<file path="src/sv/rrrs_pkg.sv">
package rrrs_pkg;

   localparam int NUM_SLOTS_DEF = 8;
   localparam int ID_WIDTH_DEF  = 16;
   localparam int READY_W       = 8;

   // request types
   localparam logic [1:0] REQ_SELECT = 2'd0;
   localparam logic [1:0] REQ_INSERT = 2'd1;
   localparam logic [1:0] REQ_REMOVE = 2'd2;

   // response status codes
   localparam logic [1:0] ST_OK         = 2'd0;
   localparam logic [1:0] ST_FULL       = 2'd1;
   localparam logic [1:0] ST_NOT_FOUND  = 2'd2;
   localparam logic [1:0] ST_NONE_READY = 2'd3;

   typedef struct packed {
      logic [1:0]  req_type;
      logic [15:0] stream_id;
      logic [7:0]  ready_mask;
   } req_payload_type;

   typedef struct packed {
      logic [1:0]  status;
      logic [15:0] granted_id;
      logic [2:0]  granted_slot;
      logic [3:0]  active_count;
   } rsp_payload_type;

   // broadcast from the controller to every cell of the ring
   typedef struct packed {
      logic run;     // pass the scan token on to the next cell
      logic remove;  // scan matches ids rather than ready bits
      logic write;   // load an id into the cell named by the write slot
      logic inject;  // place the scan token in the cell named by the start slot
   } cell_ctrl_type;

endpackage

</file>
<file path="src/sv/rrrs_if.sv">
interface rrrs_req_if;
   import rrrs_pkg::*;
   logic            valid;
   logic            ready;
   req_payload_type payload;
   modport source (output valid, output payload, input ready);
   modport sink   (input valid, input payload, output ready);
endinterface

interface rrrs_rsp_if;
   import rrrs_pkg::*;
   logic            valid;
   logic            ready;
   rsp_payload_type payload;
   modport source (output valid, output payload, input ready);
   modport sink   (input valid, input payload, output ready);
endinterface

</file>
<file path="src/sv/rrrs_cell.sv">
module rrrs_cell #(
   parameter int ID_WIDTH   = rrrs_pkg::ID_WIDTH_DEF,
   parameter int SLOT_W     = 3,
   parameter int CELL_INDEX = 0
) (
   input  logic                    clock,
   input  logic                    reset,
   input  rrrs_pkg::cell_ctrl_type ctrl,
   input  logic [SLOT_W-1:0]       wr_slot,
   input  logic [SLOT_W-1:0]       start_slot,
   input  logic [ID_WIDTH-1:0]     wr_id,
   input  logic [ID_WIDTH-1:0]     key,
   input  logic                    ready_bit,
   input  logic                    token_prev,
   output logic                    token_next,
   output logic                    hit,
   output logic [ID_WIDTH-1:0]     id
);
   import rrrs_pkg::*;

   localparam logic [SLOT_W-1:0] MY_SLOT = SLOT_W'(CELL_INDEX);

   logic [ID_WIDTH-1:0] id_ff, id_in;
   logic                active_ff, active_in;
   logic                token_ff, token_in;
   logic                write_me;
   logic                match;

   assign write_me = ctrl.write && (wr_slot == MY_SLOT);
   assign match    = active_ff && (ctrl.remove ? (id_ff == key) : ready_bit);
   assign hit      = token_ff && match;
   // a hit consumes the token
   assign token_next = token_ff && !hit;
   assign id         = id_ff;

   always_comb begin
      token_in  = (ctrl.run && token_prev) || (ctrl.inject && (start_slot == MY_SLOT));
      id_in     = id_ff;
      active_in = active_ff;
      if (write_me) begin
         id_in     = wr_id;
         active_in = 1'b1;
      end else if (hit && ctrl.remove) begin
         active_in = 1'b0;
      end
   end

   always_ff @(posedge clock) begin
      id_ff <= id_in;
      if (reset) begin
         active_ff <= 1'b0;
         token_ff  <= 1'b0;
      end else begin
         active_ff <= active_in;
         token_ff  <= token_in;
      end
   end

endmodule

</file>
<file path="src/sv/rrrs_ctrl.sv">
module rrrs_ctrl #(
   parameter int NUM_SLOTS = rrrs_pkg::NUM_SLOTS_DEF,
   parameter int ID_WIDTH  = rrrs_pkg::ID_WIDTH_DEF,
   parameter int SLOT_W    = 3,
   parameter int CNT_W     = 4
) (
   input  logic                    clock,
   input  logic                    reset,
   rrrs_req_if.sink                req_chan,
   rrrs_rsp_if.source              rsp_chan,
   output rrrs_pkg::cell_ctrl_type ctrl,
   output logic [SLOT_W-1:0]       wr_slot,
   output logic [SLOT_W-1:0]       start_slot,
   output logic [ID_WIDTH-1:0]     wr_id,
   output logic [ID_WIDTH-1:0]     key,
   output logic [rrrs_pkg::READY_W-1:0] ready_mask,
   input  logic [NUM_SLOTS-1:0]    hit_vec,
   input  logic [ID_WIDTH-1:0]     cell_id [NUM_SLOTS]
);
   import rrrs_pkg::*;

   localparam logic [1:0] S_IDLE = 2'd0;
   localparam logic [1:0] S_SCAN = 2'd1;
   localparam logic [1:0] S_DONE = 2'd2;

   localparam logic [SLOT_W-1:0] LAST_STEP = SLOT_W'(NUM_SLOTS - 1);
   localparam logic [CNT_W-1:0]  FULL_CNT  = CNT_W'(NUM_SLOTS);

   logic [1:0]           state_ff, state_in;
   logic [SLOT_W-1:0]    step_ff, step_in;
   logic [CNT_W-1:0]     slots_used_ff, slots_used_in;
   logic [CNT_W-1:0]     active_ff, active_in;
   logic [SLOT_W-1:0]    last_grant_ff, last_grant_in;
   logic [1:0]           op_ff, op_in;
   logic [ID_WIDTH-1:0]  key_ff, key_in;
   logic [READY_W-1:0]   ready_ff, ready_in;
   logic [1:0]           status_ff, status_in;
   logic [ID_WIDTH-1:0]  gid_ff, gid_in;
   logic [SLOT_W-1:0]    gslot_ff, gslot_in;
   logic                 rsp_valid_ff, rsp_valid_in;
   rsp_payload_type      rsp_ff, rsp_in;

   logic                 any_hit;
   logic [SLOT_W-1:0]    hit_slot;
   logic [ID_WIDTH-1:0]  hit_id;
   logic [CNT_W-1:0]     lg_plus;
   logic [SLOT_W-1:0]    next_start;

   // only one token is in the ring, so at most one cell hits
   always_comb begin
      hit_slot = '0;
      hit_id   = '0;
      for (int k = 0; k < NUM_SLOTS; k++) begin
         if (hit_vec[k]) begin
            hit_slot = hit_slot | SLOT_W'(k);
            hit_id   = hit_id | cell_id[k];
         end
      end
   end
   assign any_hit = |hit_vec;

   assign lg_plus    = CNT_W'(last_grant_ff) + CNT_W'(1);
   assign next_start = (lg_plus == slots_used_ff) ? '0 : lg_plus[SLOT_W-1:0];

   assign req_chan.ready   = (state_ff == S_IDLE);
   assign rsp_chan.valid   = rsp_valid_ff;
   assign rsp_chan.payload = rsp_ff;
   assign key              = key_ff;
   assign ready_mask       = ready_ff;

   always_comb begin
      state_in      = state_ff;
      step_in       = step_ff;
      slots_used_in = slots_used_ff;
      active_in     = active_ff;
      last_grant_in = last_grant_ff;
      op_in         = op_ff;
      key_in        = key_ff;
      ready_in      = ready_ff;
      status_in     = status_ff;
      gid_in        = gid_ff;
      gslot_in      = gslot_ff;
      rsp_valid_in  = rsp_valid_ff && !rsp_chan.ready;
      rsp_in        = rsp_ff;
      ctrl          = '0;
      ctrl.run      = (state_ff == S_SCAN) && (step_ff != LAST_STEP);
      ctrl.remove   = (op_ff == REQ_REMOVE);
      wr_slot       = slots_used_ff[SLOT_W-1:0];
      wr_id         = ID_WIDTH'(req_chan.payload.stream_id);
      start_slot    = '0;

      unique case (state_ff)
         S_IDLE: begin
            if (req_chan.valid) begin
               op_in     = req_chan.payload.req_type;
               key_in    = ID_WIDTH'(req_chan.payload.stream_id);
               ready_in  = req_chan.payload.ready_mask;
               status_in = ST_OK;
               gid_in    = '0;
               gslot_in  = '0;
               step_in   = '0;
               state_in  = S_DONE;
               unique case (req_chan.payload.req_type)
                  REQ_INSERT: begin
                     if (slots_used_ff == FULL_CNT) begin
                        status_in = ST_FULL;
                     end else begin
                        ctrl.write    = 1'b1;
                        slots_used_in = slots_used_ff + CNT_W'(1);
                        active_in     = active_ff + CNT_W'(1);
                     end
                  end
                  REQ_REMOVE: begin
                     ctrl.inject = 1'b1;
                     start_slot  = '0;
                     state_in    = S_SCAN;
                  end
                  REQ_SELECT: begin
                     if (slots_used_ff == '0) begin
                        status_in = ST_NONE_READY;
                     end else begin
                        ctrl.inject = 1'b1;
                        start_slot  = next_start;
                        state_in    = S_SCAN;
                     end
                  end
                  default: begin
                  end
               endcase
            end
         end
         S_SCAN: begin
            if (any_hit) begin
               status_in = ST_OK;
               state_in  = S_DONE;
               if (op_ff == REQ_REMOVE) begin
                  active_in = active_ff - CNT_W'(1);
               end else begin
                  last_grant_in = hit_slot;
                  gid_in        = hit_id;
                  gslot_in      = hit_slot;
               end
            end else if (step_ff == LAST_STEP) begin
               status_in = (op_ff == REQ_REMOVE) ? ST_NOT_FOUND : ST_NONE_READY;
               state_in  = S_DONE;
            end else begin
               step_in = step_ff + SLOT_W'(1);
            end
         end
         S_DONE: begin
            // hold the result until the output register is free
            if (!rsp_valid_ff || rsp_chan.ready) begin
               rsp_valid_in        = 1'b1;
               rsp_in.status       = status_ff;
               rsp_in.granted_id   = 16'(gid_ff);
               rsp_in.granted_slot = 3'(gslot_ff);
               rsp_in.active_count = 4'(active_ff);
               state_in            = S_IDLE;
            end
         end
         default: begin
            state_in = S_IDLE;
         end
      endcase
   end

   always_ff @(posedge clock) begin
      op_ff     <= op_in;
      key_ff    <= key_in;
      ready_ff  <= ready_in;
      status_ff <= status_in;
      gid_ff    <= gid_in;
      gslot_ff  <= gslot_in;
      step_ff   <= step_in;
      rsp_ff    <= rsp_in;
      if (reset) begin
         state_ff      <= S_IDLE;
         slots_used_ff <= '0;
         active_ff     <= '0;
         last_grant_ff <= '0;
         rsp_valid_ff  <= 1'b0;
      end else begin
         state_ff      <= state_in;
         slots_used_ff <= slots_used_in;
         active_ff     <= active_in;
         last_grant_ff <= last_grant_in;
         rsp_valid_ff  <= rsp_valid_in;
      end
   end

   a_single_hit: assert property (@(posedge clock) disable iff (reset)
      $onehot0(hit_vec))
      else $error("more than one cell hit in the same cycle");

   a_active_le_used: assert property (@(posedge clock) disable iff (reset)
      active_ff <= slots_used_ff)
      else $error("active count exceeds occupied slots");

   a_used_le_depth: assert property (@(posedge clock) disable iff (reset)
      slots_used_ff <= FULL_CNT)
      else $error("occupied slot count exceeds table depth");

   a_grant_in_range: assert property (@(posedge clock) disable iff (reset)
      (slots_used_ff != '0) |-> (CNT_W'(last_grant_ff) < slots_used_ff))
      else $error("last grant points past the occupied slots");

endmodule

</file>
<file path="src/sv/round_robin_ready_selector.sv">
// Round-robin ready selector: a table of stream ids with round-robin grants.
// req_chan carries one transaction per request: insert appends an id at the
// next unused slot, remove clears the lowest active slot holding the id, and
// select grants the next active slot, after the last grant and wrapping,
// whose bit in ready_mask is set. rsp_chan returns exactly one transaction per
// request with a status, the granted id and slot, and the active count.
// The slots sit in a ring of cells; a scan token walks one cell per cycle.
// Insert, unused request types and a select on an empty table go from
// acceptance straight to the done state; remove and the other selects
// first pass through the scan state, where the token visits 1 to NUM_SLOTS
// cells. The done state loads the result into the output register that
// drives rsp_chan and returns to idle, where the next request can be taken.
// A response waits in an output register while rsp_chan stalls; the next
// request may be accepted meanwhile, and its own response holds until the
// register is free.
// Synchronous reset empties the table, clears the counts and the last grant,
// and drops any pending response; no clearing pass is needed.
module round_robin_ready_selector #(
   parameter int NUM_SLOTS = rrrs_pkg::NUM_SLOTS_DEF,
   parameter int ID_WIDTH  = rrrs_pkg::ID_WIDTH_DEF
) (
   input  logic       clock,
   input  logic       reset,
   rrrs_req_if.sink   req_chan,
   rrrs_rsp_if.source rsp_chan
);
   import rrrs_pkg::*;

   localparam int SLOT_W = $clog2(NUM_SLOTS);
   localparam int CNT_W  = $clog2(NUM_SLOTS + 1);

   cell_ctrl_type        ctrl;
   logic [SLOT_W-1:0]    wr_slot;
   logic [SLOT_W-1:0]    start_slot;
   logic [ID_WIDTH-1:0]  wr_id;
   logic [ID_WIDTH-1:0]  key;
   logic [READY_W-1:0]   ready_mask;
   logic [NUM_SLOTS-1:0] hit_vec;
   logic [NUM_SLOTS-1:0] token;
   logic [NUM_SLOTS-1:0] ready_bits;
   logic [ID_WIDTH-1:0]  cell_id [NUM_SLOTS];

   rrrs_ctrl #(
      .NUM_SLOTS (NUM_SLOTS),
      .ID_WIDTH  (ID_WIDTH),
      .SLOT_W    (SLOT_W),
      .CNT_W     (CNT_W)
   ) u_ctrl (
      .clock      (clock),
      .reset      (reset),
      .req_chan   (req_chan),
      .rsp_chan   (rsp_chan),
      .ctrl       (ctrl),
      .wr_slot    (wr_slot),
      .start_slot (start_slot),
      .wr_id      (wr_id),
      .key        (key),
      .ready_mask (ready_mask),
      .hit_vec    (hit_vec),
      .cell_id    (cell_id)
   );

   for (genvar k = 0; k < NUM_SLOTS; k++) begin : g_cell
      // slots beyond the ready mask are never ready
      if (k < READY_W) begin : g_rdy
         assign ready_bits[k] = ready_mask[k];
      end else begin : g_nrdy
         assign ready_bits[k] = 1'b0;
      end

      rrrs_cell #(
         .ID_WIDTH   (ID_WIDTH),
         .SLOT_W     (SLOT_W),
         .CELL_INDEX (k)
      ) u_cell (
         .clock      (clock),
         .reset      (reset),
         .ctrl       (ctrl),
         .wr_slot    (wr_slot),
         .start_slot (start_slot),
         .wr_id      (wr_id),
         .key        (key),
         .ready_bit  (ready_bits[k]),
         .token_prev (token[(k + NUM_SLOTS - 1) % NUM_SLOTS]),
         .token_next (token[k]),
         .hit        (hit_vec[k]),
         .id         (cell_id[k])
      );
   end

endmodule
</file>
<file path="src/flat_wrapper.sv">
// flat-port wrapper written by rule: the top's interface ports become plain ports
module round_robin_ready_selector_flat import rrrs_pkg::*;
#(
   parameter int NUM_SLOTS = rrrs_pkg::NUM_SLOTS_DEF,
   parameter int ID_WIDTH  = rrrs_pkg::ID_WIDTH_DEF
)
  (clock, reset, req_chan_valid, req_chan_payload, req_chan_ready, rsp_chan_valid, rsp_chan_payload, rsp_chan_ready);
  rrrs_req_if req_chan_i ();
  rrrs_rsp_if rsp_chan_i ();
  input  logic clock;
  input  logic reset;
  input wire logic [$bits(req_chan_i.valid)-1:0] req_chan_valid;
  input wire logic [$bits(req_chan_i.payload)-1:0] req_chan_payload;
  output wire logic [$bits(req_chan_i.ready)-1:0] req_chan_ready;
  output wire logic [$bits(rsp_chan_i.valid)-1:0] rsp_chan_valid;
  output wire logic [$bits(rsp_chan_i.payload)-1:0] rsp_chan_payload;
  input wire logic [$bits(rsp_chan_i.ready)-1:0] rsp_chan_ready;
  assign req_chan_i.valid = req_chan_valid;
  assign req_chan_i.payload = req_chan_payload;
  assign req_chan_ready = req_chan_i.ready;
  assign rsp_chan_valid = rsp_chan_i.valid;
  assign rsp_chan_payload = rsp_chan_i.payload;
  assign rsp_chan_i.ready = rsp_chan_ready;
  round_robin_ready_selector #(.NUM_SLOTS(NUM_SLOTS), .ID_WIDTH(ID_WIDTH)) u_core (.clock(clock), .reset(reset), .req_chan(req_chan_i), .rsp_chan(rsp_chan_i));
endmodule
</file>
<file path="config.mk">
export PLATFORM = sky130hd
export DESIGN_NAME = round_robin_ready_selector_flat
export DESIGN_NICKNAME = d
export VERILOG_FILES = /design/src/sv/rrrs_pkg.sv /design/src/sv/rrrs_if.sv /design/src/sv/rrrs_cell.sv /design/src/sv/rrrs_ctrl.sv /design/src/sv/round_robin_ready_selector.sv /design/src/flat_wrapper.sv
export SDC_FILE = /design/constraint.sdc
export NUM_CORES = 1
export LEC_CHECK = 0
export ABC_AREA = 1
export BUFFER_PORTS_ARGS = -buffer_cell sky130_fd_sc_hd__buf_2
export CAP_MARGIN = 20
export CORE_UTILIZATION = 40
export DETAILED_ROUTE_END_ITERATION = 10
export PLACE_DENSITY_LB_ADDON = 0.3
export SETUP_SLACK_MARGIN = 0.5
export SLEW_MARGIN = 15
export SYNTH_ARGS = -nofsm -noshare
export SYNTH_HDL_FRONTEND = slang
export SYNTH_SLANG_ARGS = --single-unit
export TNS_END_PERCENT = 30
</file>
<file path="constraint.sdc">
create_clock -name clock -period 6.13 [get_ports clock]
set_input_delay 0.613 -clock clock [delete_from_list [all_inputs] [get_ports clock]]
set_output_delay 0.613 -clock clock [all_outputs]
set_load 0.1 [all_outputs]
</file>
==> insert_results.sql <==
INSERT INTO impl_metrics (metric_group, metric, value, unit) VALUES
('grt', 'grt_pass1_vias', '7893', ''),
('routing', 'postRouteAntennaNets', '0', ''),
('synthesis', 'synth_edf_count', '203', ''),
('routing', 'vias', '8198', ''),
('die', 'pin_count', '57', ''),
('critical_path', 'critical_path_sink_type', 'flop', ''),
('outcome', 'status', 'complete, no violations', ''),
('synthesis', 'synthArstFlopShare', '0', ''),
('placed_design', 'buffers_added_on_ports', '56', ''),
('power', 'power.static_leakage', '5.15', 'nW'),
('clock_tree', 'numCtsBuffers', '25', ''),
('die', 'dieWidth', '169', 'um'),
('clock_tree', 'holdBufCountCts', '0', ''),
('routing', 'route.met2.wl', '13700', 'um'),
('routing', 'drt-initial-drc-count', '816', ''),
('grt', 'global_route_wire_length_before_repair', '45200', 'um'),
('sta', 'timing.setup.tns', '0', 'ns'),
('critical_path', 'critical_path.cell_chain', 'inv_1, nor2_1, nor2_1, nand2_1, nor2_1, nand3_1, nand2_2, nand3_4, nand2_2, nor2_4, nand2_2, nand2_1, nand2_1', ''),
('cells_and_area', 'area_used_by_multi_input_combinational_logic', '3550', 'um^2'),
('grt', 'antenna_found_initial', '2', ''),
('sta', 'timing_worst_slew_pin_value', '1.07', 'ns'),
('clock_tree', 'clock_insertion_delay_worst_skew', '0.54', 'ns'),
('clock_tree', 'cts_h_tree_lvls', '1', ''),
('routing', 'route.final.wire_length', '29900', 'um'),
('clock_tree', 'post_cts.resized_instances', '0', ''),
('routing', 'drt-vias-per-instance', '5.05', ''),
('synthesis', 'avgSynthCellArea', '9.52', 'um^2'),
('cells_and_area', 'most_common_cell_after_layout_fill_and_taps_aside', 'sky130_fd_sc_hd__nand2_1', ''),
('clock_tree', 'cts.root.buffer_cell', 'sky130_fd_sc_hd__clkbuf_16', ''),
('power', 'power_density', '288', 'nW/um^2'),
('cells_and_area', 'area.sequential', '6700', 'um^2'),
('sta', 'finalHoldViolations', '0', ''),
('synthesis', 'synthesis.instances', '1169', ''),
('placed_design', 'gp_routability_congestion', '0.908', ''),
('sta', 'finalClockSkew', '0.0151', 'ns'),
('cells_and_area', 'n_fill_cell', '2502', ''),
('critical_path', 'cp.required', '6.29', 'ns'),
('cells_and_area', 'area_growth_syn_to_fin', '13.2', '%'),
('routing', 'top_layer_used', 'met4', ''),
('placed_design', 'place.detailed.hpwl', '20400', 'um'),
('routing', 'detailroute.wirelength.met3', '2180', 'um'),
('die', 'floorplan.die_area', '28500', 'um^2'),
('cells_and_area', 'fraction_of_final_layout_cells_with_drive_strength_greater_than_1', '0.115', ''),
('synthesis', 'synthFlopType', 'sky130_fd_sc_hd__edfxtp_1', ''),
('critical_path', 'critPathMaxFanout', '19', ''),
('critical_path', 'critical_path_buf_inv_count', '1', ''),
('critical_path', 'cp_data_arrival_time', '3.48', 'ns'),
('grt', 'total_track_usage', '0.212', ''),
('critical_path', 'timing.setup.critical_path_class', 'reg2reg', ''),
('die', 'floorplan.die.height', '169', 'um'),
('clock_tree', 'clock_tree.buffer_depth', '3', ''),
('synthesis', 'ys_types', '34', ''),
('flow_run', 'timing.max_cap.violations', '0', ''),
('critical_path', 'critical-path-top-delay-family', 'simple AND/OR/NAND/NOR gates', ''),
('hold_path', 'class_of_the_tightest_hold_or_removal_check', 'in2reg', ''),
('sta', 'max_clock_freq', '302', 'MHz'),
('routing', 'detail_route.wl_per_cell', '18.4', 'um'),
('synthesis', 'ys_seq_area_frac', '0.602', ''),
('sta', 'final-max-slew-violation-count', '0', ''),
('sta', 'slew_headroom', '0.283', ''),
('clock_tree', 'cts_tree', 'built', ''),
('placed_design', 'placed_cell_area', '11700', 'um^2'),
('cells_and_area', 'finalNetCount', '1273', ''),
('grt', 'grt_start_max_net_pins', '30', ''),
('routing', 'detail_route.drc_violations', '0', ''),
('routing', 'drt-met1-wl', '12900', 'um'),
('cells_and_area', 'final_cell_mix', 'sky130_fd_sc_hd__nand2_1, sky130_fd_sc_hd__edfxtp_1, sky130_fd_sc_hd__inv_1', ''),
('grt', 'grt_overflow_total', '0', ''),
('die', 'placeableCoreArea', '27100', 'um^2'),
('sta', 'layout_worst_path_cycle_share', '0.541', ''),
('clock_tree', 'postcts_setup_bufs', '0', '');
-- cells in the mapped netlist, types with 2 or more instances --
| library cell | n | area, um^2 |
|---|---|---|
| sky130_fd_sc_hd__nand3_4 | 9 | 158 |
| sky130_fd_sc_hd__buf_4 | 6 | 45.0 |
| sky130_fd_sc_hd__nand2_1 | 300 | 1130 |
| sky130_fd_sc_hd__clkbuf_1 | 6 | 22.5 |
| sky130_fd_sc_hd__o21ai_1 | 4 | 20.0 |
| sky130_fd_sc_hd__xnor2_1 | 18 | 158 |
| sky130_fd_sc_hd__nand4_1 | 23 | 144 |
| sky130_fd_sc_hd__dfxtp_1 | 30 | 601 |
| sky130_fd_sc_hd__nand3_2 | 2 | 20.0 |
| sky130_fd_sc_hd__edfxtp_1 | 203 | 6100 |
| sky130_fd_sc_hd__o21ai_0 | 37 | 185 |
| sky130_fd_sc_hd__ha_1 | 11 | 138 |
| sky130_fd_sc_hd__o22ai_1 | 61 | 382 |
| sky130_fd_sc_hd__nor2_1 | 138 | 518 |
| sky130_fd_sc_hd__inv_1 | 179 | 672 |
| sky130_fd_sc_hd__buf_2 | 13 | 65.1 |
| sky130_fd_sc_hd__nand3_1 | 37 | 185 |
| sky130_fd_sc_hd__a21oi_1 | 46 | 230 |
| sky130_fd_sc_hd__nand2_2 | 13 | 81.3 |
| sky130_fd_sc_hd__nor3_1 | 4 | 20.0 |
| sky130_fd_sc_hd__inv_2 | 7 | 26.3 |
| sky130_fd_sc_hd__nand2_4 | 2 | 22.5 |
| sky130_fd_sc_hd__xor2_1 | 3 | 26.3 |
| sky130_fd_sc_hd__buf_6 | 6 | 67.6 |
| sky130_fd_sc_hd__nor2_2 | 2 | 12.5 |
-- state kept, by name, indices dropped and copies added (netlist names), 8 cells and up --
name and cells:
u_core.g_cell.u_cell.id 128, u_core.u_ctrl.gid_ff 16, u_core.g_cell.u_cell.token_ff 8, u_core.g_cell.u_cell.active_ff 8, u_core.u_ctrl.ready_mask 8, u_core.u_ctrl.key 16, u_core.u_ctrl.rsp_chan.payload 25
-- path summary, 6_finish.rpt --
path	cells after the start	slack, ns	to	startpoint
setup / recovery	13	2.82	u_core.u_ctrl.gid_ff[12]	u_core.u_ctrl.key[0]
hold / removal	1	0.26	u_core.u_ctrl.ready_mask[5]	req_chan_payload[5]
setup reg to reg	13	2.82	u_core.u_ctrl.gid_ff[12]	u_core.u_ctrl.key[0]
hold reg to reg	0	0.42	u_core.u_ctrl.rsp_chan.payload[13]	u_core.u_ctrl.gid_ff[6]
-- power breakdown --
part | switching [mW] | leakage, nW | internal, mW
logic | 0.249 | 2.65 | 0.0732
registers | 0.0390 | 2.12 | 1.79
clock network | 0.613 | 0.385 | 0.873
-- kinds of logic (layout without fill, tap and decap cells) --
logic type                 after synthesis  after routing  synth area share
other                                    0              2                 0
DFF                                    233            233             0.602
adders and majority gates               12             12            0.0142
AOI/OAI and AO/OA                      151            151            0.0755
buffers and inverters                  217            297            0.0807
xor gates and xnor gates                21             21            0.0165
and+or+nand+nor                        535            535             0.211
-- metrics by stage --
stage / hold WS, ns / power [mW] / instances / setup slack, ns / util
6_report: 0.258 / 3.63 / 1623 / 2.82 / 0.465
5_1_grt: 0.252 / 3.75 / 1621 / 2.60 / 0.465
4_1_cts: 0.244 / 3.66 / 1618 / 2.82 / 0.463
3_5_place_dp: 0.405 / 2.18 / 1573 / 2.83 / 0.433
3_3_place_gp: 0.402 / 2.18 / 1573 / 2.91 / 0.433
2_1_floorplan: 0.400 / 2.09 / 1169 / 2.14 / -
-- layer usage --
layer	GRT usage	vias to the layer above
li1	-	3983
met5	0	-
met2	0.341	320
met4	0.0850	0
met3	0.0353	68
met1	0.285	3827
-- area by class of cell --
cell class                 instances  share of cell area
multi-input combinational        719               0.282
clock inverter                    16              0.0127
antenna                            2            0.000397
tap                              372              0.0370
clock buffer                      29              0.0509
sequential                       233               0.532
inverter                         186              0.0554
timing repair buffer              66              0.0298
-- worst reg2reg max path, cell delays in order (launching register included) --
cell	delay (ns)
sky130_fd_sc_hd__edfxtp_1	0.41
sky130_fd_sc_hd__inv_1	0.34
sky130_fd_sc_hd__nor2_1	0.07
sky130_fd_sc_hd__nor2_1	0.25
sky130_fd_sc_hd__nand2_1	0.12
sky130_fd_sc_hd__nor2_1	0.15
sky130_fd_sc_hd__nand3_1	0.14
sky130_fd_sc_hd__nand2_2	0.13
sky130_fd_sc_hd__nand3_4	0.30
sky130_fd_sc_hd__nand2_2	0.19
sky130_fd_sc_hd__nor2_4	0.07
sky130_fd_sc_hd__nand2_2	0.11
sky130_fd_sc_hd__nand2_1	0.08
sky130_fd_sc_hd__nand2_1	0.57
(Power assumes the default switching activity.)
